### config.mk
export PLATFORM = sky130hd
export DESIGN_NAME = distance_visibility_classifier
export DESIGN_NICKNAME = d
export VERILOG_FILES = /design/src/sv/dvc_pkg.sv /design/src/sv/distance_visibility_classifier.sv /design/src/sv/dvc_ctrl.sv /design/src/sv/dvc_dpath.sv
export SDC_FILE = /design/constraint.sdc
export NUM_CORES = 2
export LEC_CHECK = 0
export ABC_CLOCK_PERIOD_IN_PS = 14900
export BUFFER_PORTS_ARGS = -buffer_cell sky130_fd_sc_hd__buf_2
export CORE_ASPECT_RATIO = 1.2
export CORE_MARGIN = 1
export CORE_UTILIZATION = 50
export CTS_CLUSTER_DIAMETER = 120
export CTS_CLUSTER_SIZE = 25
export DETAILED_ROUTE_END_ITERATION = 12
export HOLD_SLACK_MARGIN = 0.02
export PLACE_DENSITY = 0.66
export SYNTH_ARGS = -nofsm -noshare
export SYNTH_HDL_FRONTEND = slang
export SYNTH_SLANG_ARGS = --single-unit
### constraint.sdc
create_clock -name clk_i -period 14.9 [get_ports clk_i]
set_input_delay 2.98 -clock clk_i [delete_from_list [all_inputs] [get_ports clk_i]]
set_output_delay 2.98 -clock clk_i [all_outputs]
set_load 0.02 [all_outputs]
### src/sv/dvc_pkg.sv
// ----------------------------------------------------------------------------
// dvc_pkg
// Shared types and constants of the distance and visibility classifier:
// payload structs, register indexes, class codes and controller commands.
// ----------------------------------------------------------------------------
package dvc_pkg;

  localparam int unsigned COORD_W      = 24;
  localparam int unsigned DIST_W       = 24;
  localparam int unsigned TALLY_W      = 13;
  localparam int unsigned CFG_IDX_W    = 3;
  localparam int unsigned CFG_DATA_W   = 24;
  localparam int unsigned SQ_W         = 2 * COORD_W;
  localparam int unsigned RAD_W        = SQ_W + 2;
  localparam int unsigned ROOT_W       = RAD_W / 2;
  localparam int unsigned REM_W        = ROOT_W + 2;
  localparam int unsigned ROOT_STEPS   = ROOT_W;
  localparam int unsigned STEP_CNT_W   = $clog2(ROOT_STEPS);
  localparam int unsigned TALLY_CAP    = (1 << TALLY_W) - 1;

  // Register indexes on the configuration port
  localparam logic [CFG_IDX_W-1:0] REG_OBSERVER_X      = 3'd0;
  localparam logic [CFG_IDX_W-1:0] REG_OBSERVER_Y      = 3'd1;
  localparam logic [CFG_IDX_W-1:0] REG_DETECTION_RANGE = 3'd2;
  localparam logic [CFG_IDX_W-1:0] REG_CLOSE_RADIUS    = 3'd3;
  localparam logic [CFG_IDX_W-1:0] REG_OBSERVER_ASLEEP = 3'd4;

  localparam logic [DIST_W-1:0] CLOSE_RADIUS_RESET = 24'd5120;
  localparam logic [DIST_W-1:0] DIST_MAX           = {DIST_W{1'b1}};

  typedef enum logic [1:0] {
    CLASS_HIDDEN    = 2'd0,
    CLASS_COULD_SEE = 2'd1,
    CLASS_VISIBLE   = 2'd2
  } vis_class_e;

  typedef struct packed {
    logic signed [COORD_W-1:0] object_x;
    logic signed [COORD_W-1:0] object_y;
    logic                      could_see;
    logic                      can_see;
    logic                      last_object;
  } dvc_in_t;

  typedef struct packed {
    logic [DIST_W-1:0]  distance;
    logic [1:0]         visibility_class;
    logic [TALLY_W-1:0] close_count;
    logic               pass_done;
  } dvc_out_t;

  // Commands from the controller to the datapath
  typedef struct packed {
    logic load_in;
    logic load_diff;
    logic sq_x;
    logic sq_y;
    logic load_rad;
    logic root_step;
    logic finish;
  } dvc_cmd_t;

endpackage

### src/sv/distance_visibility_classifier.sv
// One object at a time: a new transaction is accepted only once the last has
// gone through the difference, two squaring and sum steps, the 25-step root
// digit recurrence in the datapath and the result register.
// A finished result waits in the output register while the next object runs.
// Reset (rst_ni low, asynchronous) clears the controller, the close tally
// and the configuration registers to their defaults (close radius 20.0).
// ----------------------------------------------------------------------------
// distance_visibility_classifier
// Computes each object's distance to the observer, its visibility class and
// the running count of close objects in the current pass.
// ----------------------------------------------------------------------------
module distance_visibility_classifier #(
  parameter int unsigned MAX_OBJECTS = 4096
) (
  input  logic                           clk_i,
  input  logic                           rst_ni,
  input  logic                           in_valid_i,
  output logic                           in_ready_o,
  input  dvc_pkg::dvc_in_t               in_data_i,
  output logic                           out_valid_o,
  input  logic                           out_ready_i,
  output dvc_pkg::dvc_out_t              out_data_o,
  input  logic                           cfg_we_i,
  input  logic [dvc_pkg::CFG_IDX_W-1:0]  cfg_index_i,
  input  logic [dvc_pkg::CFG_DATA_W-1:0] cfg_wdata_i
);
  import dvc_pkg::*;

  localparam int unsigned LIMIT_INT = (MAX_OBJECTS < TALLY_CAP) ? MAX_OBJECTS : TALLY_CAP;
  localparam logic [TALLY_W-1:0] TALLY_LIMIT = TALLY_W'(LIMIT_INT);

  dvc_cmd_t cmd;

  dvc_ctrl u_ctrl (
    .clk_i       (clk_i),
    .rst_ni      (rst_ni),
    .in_valid_i  (in_valid_i),
    .in_ready_o  (in_ready_o),
    .out_valid_o (out_valid_o),
    .out_ready_i (out_ready_i),
    .cmd_o       (cmd)
  );

  dvc_dpath #(
    .MAX_OBJECTS (MAX_OBJECTS)
  ) u_dpath (
    .clk_i       (clk_i),
    .rst_ni      (rst_ni),
    .cmd_i       (cmd),
    .in_data_i   (in_data_i),
    .cfg_we_i    (cfg_we_i),
    .cfg_index_i (cfg_index_i),
    .cfg_wdata_i (cfg_wdata_i),
    .out_data_o  (out_data_o)
  );

`ifndef SYNTHESIS
  // Busy after an accepted transaction
  a_busy_after_accept: assert property (@(posedge clk_i) disable iff (!rst_ni)
    (in_valid_i && in_ready_o) |=> !in_ready_o)
    else $error("classifier accepted a transaction while busy");

  // Tally stays within its limit
  a_tally_limit: assert property (@(posedge clk_i) disable iff (!rst_ni)
    out_valid_o |-> (out_data_o.close_count <= TALLY_LIMIT))
    else $error("close count above limit");

  // Only defined class codes are delivered
  a_class_code: assert property (@(posedge clk_i) disable iff (!rst_ni)
    out_valid_o |-> (out_data_o.visibility_class != 2'd3))
    else $error("undefined visibility class");
`endif

endmodule

### src/sv/dvc_ctrl.sv
// ----------------------------------------------------------------------------
// dvc_ctrl
// Sequencer of the classifier: steps one object through difference,
// squaring, summing, the root recurrence and the result register.
// ----------------------------------------------------------------------------
module dvc_ctrl (
  input  logic              clk_i,
  input  logic              rst_ni,
  input  logic              in_valid_i,
  output logic              in_ready_o,
  output logic              out_valid_o,
  input  logic              out_ready_i,
  output dvc_pkg::dvc_cmd_t cmd_o
);
  import dvc_pkg::*;

  localparam logic [2:0] ST_IDLE = 3'd0;
  localparam logic [2:0] ST_DIFF = 3'd1;
  localparam logic [2:0] ST_SQX  = 3'd2;
  localparam logic [2:0] ST_SQY  = 3'd3;
  localparam logic [2:0] ST_SUM  = 3'd4;
  localparam logic [2:0] ST_ROOT = 3'd5;
  localparam logic [2:0] ST_FIN  = 3'd6;

  localparam logic [STEP_CNT_W-1:0] LAST_STEP = STEP_CNT_W'(ROOT_STEPS - 1);

  logic [2:0]            state_q, state_d;
  logic [STEP_CNT_W-1:0] cnt_q, cnt_d;
  logic                  out_valid_q, out_valid_d;
  logic                  out_free;

  assign in_ready_o  = (state_q == ST_IDLE);
  assign out_valid_o = out_valid_q;
  assign out_free    = !out_valid_q || out_ready_i;

  // Next state and commands
  always_comb begin
    state_d = state_q;
    cnt_d   = cnt_q;
    cmd_o   = '0;
    case (state_q)
      ST_IDLE: begin
        if (in_valid_i) begin
          cmd_o.load_in = 1'b1;
          state_d       = ST_DIFF;
        end
      end
      ST_DIFF: begin
        cmd_o.load_diff = 1'b1;
        state_d         = ST_SQX;
      end
      ST_SQX: begin
        cmd_o.sq_x = 1'b1;
        state_d    = ST_SQY;
      end
      ST_SQY: begin
        cmd_o.sq_y = 1'b1;
        state_d    = ST_SUM;
      end
      ST_SUM: begin
        cmd_o.load_rad = 1'b1;
        cnt_d          = '0;
        state_d        = ST_ROOT;
      end
      ST_ROOT: begin
        cmd_o.root_step = 1'b1;
        cnt_d           = cnt_q + 1'b1;
        if (cnt_q == LAST_STEP) begin
          state_d = ST_FIN;
        end
      end
      ST_FIN: begin
        // Hold until the result register is free
        if (out_free) begin
          cmd_o.finish = 1'b1;
          state_d      = ST_IDLE;
        end
      end
      default: begin
        state_d = ST_IDLE;
      end
    endcase
  end

  // Result register occupancy
  always_comb begin
    out_valid_d = out_valid_q;
    if (cmd_o.finish) begin
      out_valid_d = 1'b1;
    end else if (out_ready_i) begin
      out_valid_d = 1'b0;
    end
  end

  always_ff @(posedge clk_i or negedge rst_ni) begin
    if (!rst_ni) begin
      state_q     <= ST_IDLE;
      cnt_q       <= '0;
      out_valid_q <= 1'b0;
    end else begin
      state_q     <= state_d;
      cnt_q       <= cnt_d;
      out_valid_q <= out_valid_d;
    end
  end

endmodule

### src/sv/dvc_dpath.sv
// ----------------------------------------------------------------------------
// dvc_dpath
// Datapath of the classifier: configuration registers, absolute
// differences, shared squarer, radix-2 digit recurrence for the root,
// classification, close tally and result register.
// ----------------------------------------------------------------------------
module dvc_dpath #(
  parameter int unsigned MAX_OBJECTS = 4096
) (
  input  logic                             clk_i,
  input  logic                             rst_ni,
  input  dvc_pkg::dvc_cmd_t                cmd_i,
  input  dvc_pkg::dvc_in_t                 in_data_i,
  input  logic                             cfg_we_i,
  input  logic [dvc_pkg::CFG_IDX_W-1:0]    cfg_index_i,
  input  logic [dvc_pkg::CFG_DATA_W-1:0]   cfg_wdata_i,
  output dvc_pkg::dvc_out_t                out_data_o
);
  import dvc_pkg::*;

  localparam int unsigned LIMIT_INT = (MAX_OBJECTS < TALLY_CAP) ? MAX_OBJECTS : TALLY_CAP;
  localparam logic [TALLY_W-1:0] TALLY_LIMIT = TALLY_W'(LIMIT_INT);

  // Configuration registers
  logic signed [COORD_W-1:0] obs_x_q, obs_y_q;
  logic [DIST_W-1:0]         det_range_q, close_radius_q;
  logic                      asleep_q;

  always_ff @(posedge clk_i or negedge rst_ni) begin
    if (!rst_ni) begin
      obs_x_q        <= '0;
      obs_y_q        <= '0;
      det_range_q    <= '0;
      close_radius_q <= CLOSE_RADIUS_RESET;
      asleep_q       <= 1'b0;
    end else if (cfg_we_i) begin
      case (cfg_index_i)
        REG_OBSERVER_X:      obs_x_q        <= cfg_wdata_i;
        REG_OBSERVER_Y:      obs_y_q        <= cfg_wdata_i;
        REG_DETECTION_RANGE: det_range_q    <= cfg_wdata_i;
        REG_CLOSE_RADIUS:    close_radius_q <= cfg_wdata_i;
        REG_OBSERVER_ASLEEP: asleep_q       <= cfg_wdata_i[0];
        default: begin
        end
      endcase
    end
  end

  // Captured transaction
  dvc_in_t item_q;

  always_ff @(posedge clk_i) begin
    if (cmd_i.load_in) begin
      item_q <= in_data_i;
    end
  end

  // Absolute differences; the magnitude always fits the coordinate width
  logic signed [COORD_W:0] diff_x, diff_y;
  logic [COORD_W:0]        mag_x, mag_y;
  logic [COORD_W-1:0]      dx_q, dy_q;

  assign diff_x = {obs_x_q[COORD_W-1], obs_x_q} - {item_q.object_x[COORD_W-1], item_q.object_x};
  assign diff_y = {obs_y_q[COORD_W-1], obs_y_q} - {item_q.object_y[COORD_W-1], item_q.object_y};
  assign mag_x  = diff_x[COORD_W] ? (~diff_x + 1'b1) : diff_x;
  assign mag_y  = diff_y[COORD_W] ? (~diff_y + 1'b1) : diff_y;

  always_ff @(posedge clk_i) begin
    if (cmd_i.load_diff) begin
      dx_q <= mag_x[COORD_W-1:0];
      dy_q <= mag_y[COORD_W-1:0];
    end
  end

  // Shared squarer: dx in one cycle, dy in the next
  logic [COORD_W-1:0] sq_op;
  logic [SQ_W-1:0]    prod_q, sqx_q;

  assign sq_op = cmd_i.sq_x ? dx_q : dy_q;

  always_ff @(posedge clk_i) begin
    if (cmd_i.sq_x || cmd_i.sq_y) begin
      prod_q <= sq_op * sq_op;
    end
    if (cmd_i.sq_y) begin
      sqx_q <= prod_q;
    end
  end

  // Root recurrence: one result bit and two radicand bits per step
  logic [RAD_W-1:0]  rad_q;
  logic [REM_W-1:0]  rem_q;
  logic [ROOT_W-1:0] root_q;
  logic [REM_W+1:0]  rem_sh, trial, rem_sub;
  logic              take;

  assign rem_sh  = {rem_q, rad_q[RAD_W-1 -: 2]};
  assign trial   = {2'b00, root_q, 2'b01};
  assign take    = (rem_sh >= trial);
  assign rem_sub = rem_sh - trial;

  always_ff @(posedge clk_i) begin
    if (cmd_i.load_rad) begin
      rad_q  <= RAD_W'(sqx_q) + RAD_W'(prod_q);
      rem_q  <= '0;
      root_q <= '0;
    end else if (cmd_i.root_step) begin
      rad_q  <= {rad_q[RAD_W-3:0], 2'b00};
      rem_q  <= take ? rem_sub[REM_W-1:0] : rem_sh[REM_W-1:0];
      root_q <= {root_q[ROOT_W-2:0], take};
    end
  end

  // Saturate, classify and count
  logic [DIST_W-1:0]  dist_sat;
  logic               is_close;
  logic               visible;
  vis_class_e         vis_class;
  logic [TALLY_W-1:0] tally_q, tally_next;

  assign dist_sat = (|root_q[ROOT_W-1:DIST_W]) ? DIST_MAX : root_q[DIST_W-1:0];
  assign is_close = (dist_sat < close_radius_q);
  assign visible = !asleep_q &&
                   (item_q.can_see || (item_q.could_see && (dist_sat < det_range_q)));

  always_comb begin
    if (visible) begin
      vis_class = CLASS_VISIBLE;
    end else if (item_q.could_see) begin
      vis_class = CLASS_COULD_SEE;
    end else begin
      vis_class = CLASS_HIDDEN;
    end
  end

  assign tally_next = (is_close && (tally_q < TALLY_LIMIT)) ? (tally_q + 1'b1) : tally_q;

  // Restart the tally after the last object of a pass
  always_ff @(posedge clk_i or negedge rst_ni) begin
    if (!rst_ni) begin
      tally_q <= '0;
    end else if (cmd_i.finish) begin
      tally_q <= item_q.last_object ? '0 : tally_next;
    end
  end

  // Result register
  always_ff @(posedge clk_i) begin
    if (cmd_i.finish) begin
      out_data_o.distance         <= dist_sat;
      out_data_o.visibility_class <= vis_class;
      out_data_o.close_count      <= tally_next;
      out_data_o.pass_done        <= item_q.last_object;
    end
  end

endmodule
==> results.md <==
* Outcome: complete, no violations
* Slew HR at 20.62%
* Initial DRC count at 1522
* Post-DP HPWL at 76150 um
* Finish-stage setup viols at 0
* Dpl cells at 5129
* Remaining DRCs at 0
* Synth area leader: fa_1
* Critical path fanouts, max at 49
* Crit path DAT at 11.45 ns
* Reg-to-reg slack, setup at 3.83 ns
* Routed WL per cell at 18.66 um
* Filler Cell Count at 7210
* Asr flop ratio synth at 26.21%
* Drt total wl at 96440 um
* Site row count at 113
* Die Area at 81820 sq um
* Req. time, crit path at 15.27 ns
* Net Count, Synth at 4908
* Worst path slowest cell: clkinv_1
* Ant diodes at 0
* Worst Tran Pin Value at 1.191 ns
* Final Max Tran Viols at 0
* Synth Flop Type: edfxtp_1
* Post-synthesis instance total at 4050
* Share of cells above drive strength 1 at 7.644%
* Cts repair resizes at 0
* Post-Layout Cell Count at 5169
* P&R area growth vs syn at 6.011%
* Worst hold start: u_dpath.prod_q[28]
* Worst Setup End Kind: flip-flop
* Largest cells by area after synthesis: fa_1 22%, edfxtp_1 21%, ha_1 11%
* Final core occ at 53.82%
* DR vias/cell at 5.441
* Core ar. at 79460 sq um
* Register area share after synthesis at 31.04%
* EDFF count, synth at 283
* Number of port buffers at 124
* Buf/Inv on CP at 10
* Clk root buf: clkbuf_16
* CP delay by family, top: adder cells
* Crit-path max cell delay at 0.94 ns
* Reg2reg start: u_ctrl.state_q[1]
* Pre-CTS setup slack at 3.838 ns
* Total grt overflow at 0
* H-tree levels at 1
* Die width at 261.3 um
* RSZ-0062 raised after global routing: false
* Worst-Skew Late Latency at 0.61 ns
* Drt pass-1 iters at 7
* Final setup margin at 3.826 ns
* Die H at 313.1 um
* Total global-route track usage at 24.02%
* Yosys warnings at 0
* Reg-to-reg critical path endpoint: u_dpath.prod_q[46]
* Hold/Removal Path Class: flip-flop to flip-flop
* Nets at 4976
* Hold Vio Cnt, Final at 0
* Io pins at 125
* Total CTS buffers at 22
* Commonest non-fill, non-tap cell in the layout: inv_1
* Commonest cells after routing, fill and taps aside: 805 x inv_1, 434 x fa_1, 383 x nand2_1, 341 x ha_1, 283 x edfxtp_1
* Hold path depth at 0
* Worst-case hold path end point: u_dpath.sqx_q[28]
* Fin crit share at 74.32%
* Worst R2R Path Depth at 32
* Via count at 28.13k
* Top cell type's share of synthesized area at 21.54%
* Vias in the first global route at 28.79k
* Setup Fix Bufs, Post-CTS at 0
* Initial Util at 50.77%
* Clock Skew at 0.04712 ns
* CP startpoint kind: flip-flop
* Largest net degree at the start of global routing at 93
* Clock-pin slew on the worst setup and hold paths at 0.10 ns
* Antenna Nets Post-Route at 0
* Synthesis-stage register bit count at 454
* First-pass GRT wire length at 154200 um
* Clock Sinks at 454
* Syn avg cell area at 9.960 sq um
* Initial antenna violation count at 2
* Gpl congestion at 0.8934
* Synthesized area at 40340 sq um
* CTS tree: built
* Cell variety after synth at 90
* Max frequency at 90.30 MHz
* Setup TNS at 0 ns
* Maxcap violations at 0
* Clock Tree Buf Depth at 3
* Hold_buf cts at 0
* Critical path class: flip-flop to flip-flop
* Min cycle time layout at 11.07 ns
-- worst max path at each step --
stage	from	end	slack [ns]	cells past startpoint
floorplan	u_ctrl.state_q[1]	u_dpath.prod_q[47]	4.15	33
global placement	u_ctrl.state_q[1]	u_dpath.prod_q[46]	4.20	32
detailed placement	u_ctrl.state_q[1]	u_dpath.prod_q[46]	3.84	32
CTS	u_ctrl.state_q[1]	u_dpath.prod_q[46]	3.80	32
global route	u_ctrl.state_q[1]	u_dpath.prod_q[46]	3.26	32
finish	u_ctrl.state_q[1]	u_dpath.prod_q[46]	3.83	32
-- per-layer routing --
layer  track usage (%)  routed length [um]
met4             9.064                4121
met1             30.25               39170
met3             2.280                4050
met5                 0                  22
met2             42.46               49080
-- area by class of cell --
type	instances	area [sq um]	share of cell area, %
clock buffers	37	606.8	1.419
clock inverters	3	52.55	0.1229
inverters	814	3057	7.148
multi-input cells	2669	24360	56.97
flip-flops and latches	454	12520	29.28
well taps	1035	1295	3.028
repair buffers	157	870.8	2.036
-- state kept, by name, summed over array words and instances (netlist names), 3 cells and up --
name and cells:
u_dpath.out_data_o 40, u_ctrl.state_q 3, u_dpath.close_radius_q 24, u_dpath.dy_q 24, u_dpath.rem_q 27, u_dpath.obs_x_q 24, u_dpath.prod_q 47, u_dpath.dx_q 24
u_ctrl.cnt_q 5, u_dpath.rad_q 50, u_dpath.sqx_q 47, u_dpath.tally_q 13, u_dpath.item_q 51, u_dpath.det_range_q 24, u_dpath.root_q 25, u_dpath.obs_y_q 24
-- per-stage QoR --
| stage | area (sq um) | hold slack, ns |
|---|---|---|
| 2_1_floorplan | 40340 | 0.4274 |
| 3_3_place_gp | 42100 | 0.4398 |
| 3_5_place_dp | 42100 | 0.4460 |
| 4_1_cts | 42760 | 0.4631 |
| 5_1_grt | 42760 | 0.4698 |
| 6_report | 42760 | 0.4642 |
-- cells in the mapped netlist (25+ instances only) --
library cell,number
a31oi_1,25
a21o_1,85
ha_1,341
dfrtp_1,117
mux2i_1,38
fa_1,434
nand2_1,384
clkbuf_1,94
o21ai_0,228
nor2_1,232
xor2_1,65
nor3_1,25
mux2_2,89
and3_1,27
a21oi_1,160
xnor2_1,139
inv_1,806
nand3_1,72
dfxtp_1,52
nand2b_1,25
edfxtp_1,283
-- logic make-up (layout without fill, tap and decap cells) --
kind of cell	count (synthesis)	after routing	synth area share [%]
buffers and inverters	927	1011	8.666
AND/OR/NAND/NOR	878	878	9.712
adder cells (fa/ha/maj)	775	775	32.12
AO/OA/AOI/OAI	685	685	10.61
flip-flops	454	454	31.04
XOR/XNOR	204	204	4.429
multiplexers	127	127	3.427
Power is left out: the tool's default activity adds up to more than one toggle a clock period on the data nets, which glitch-free logic cannot reach.
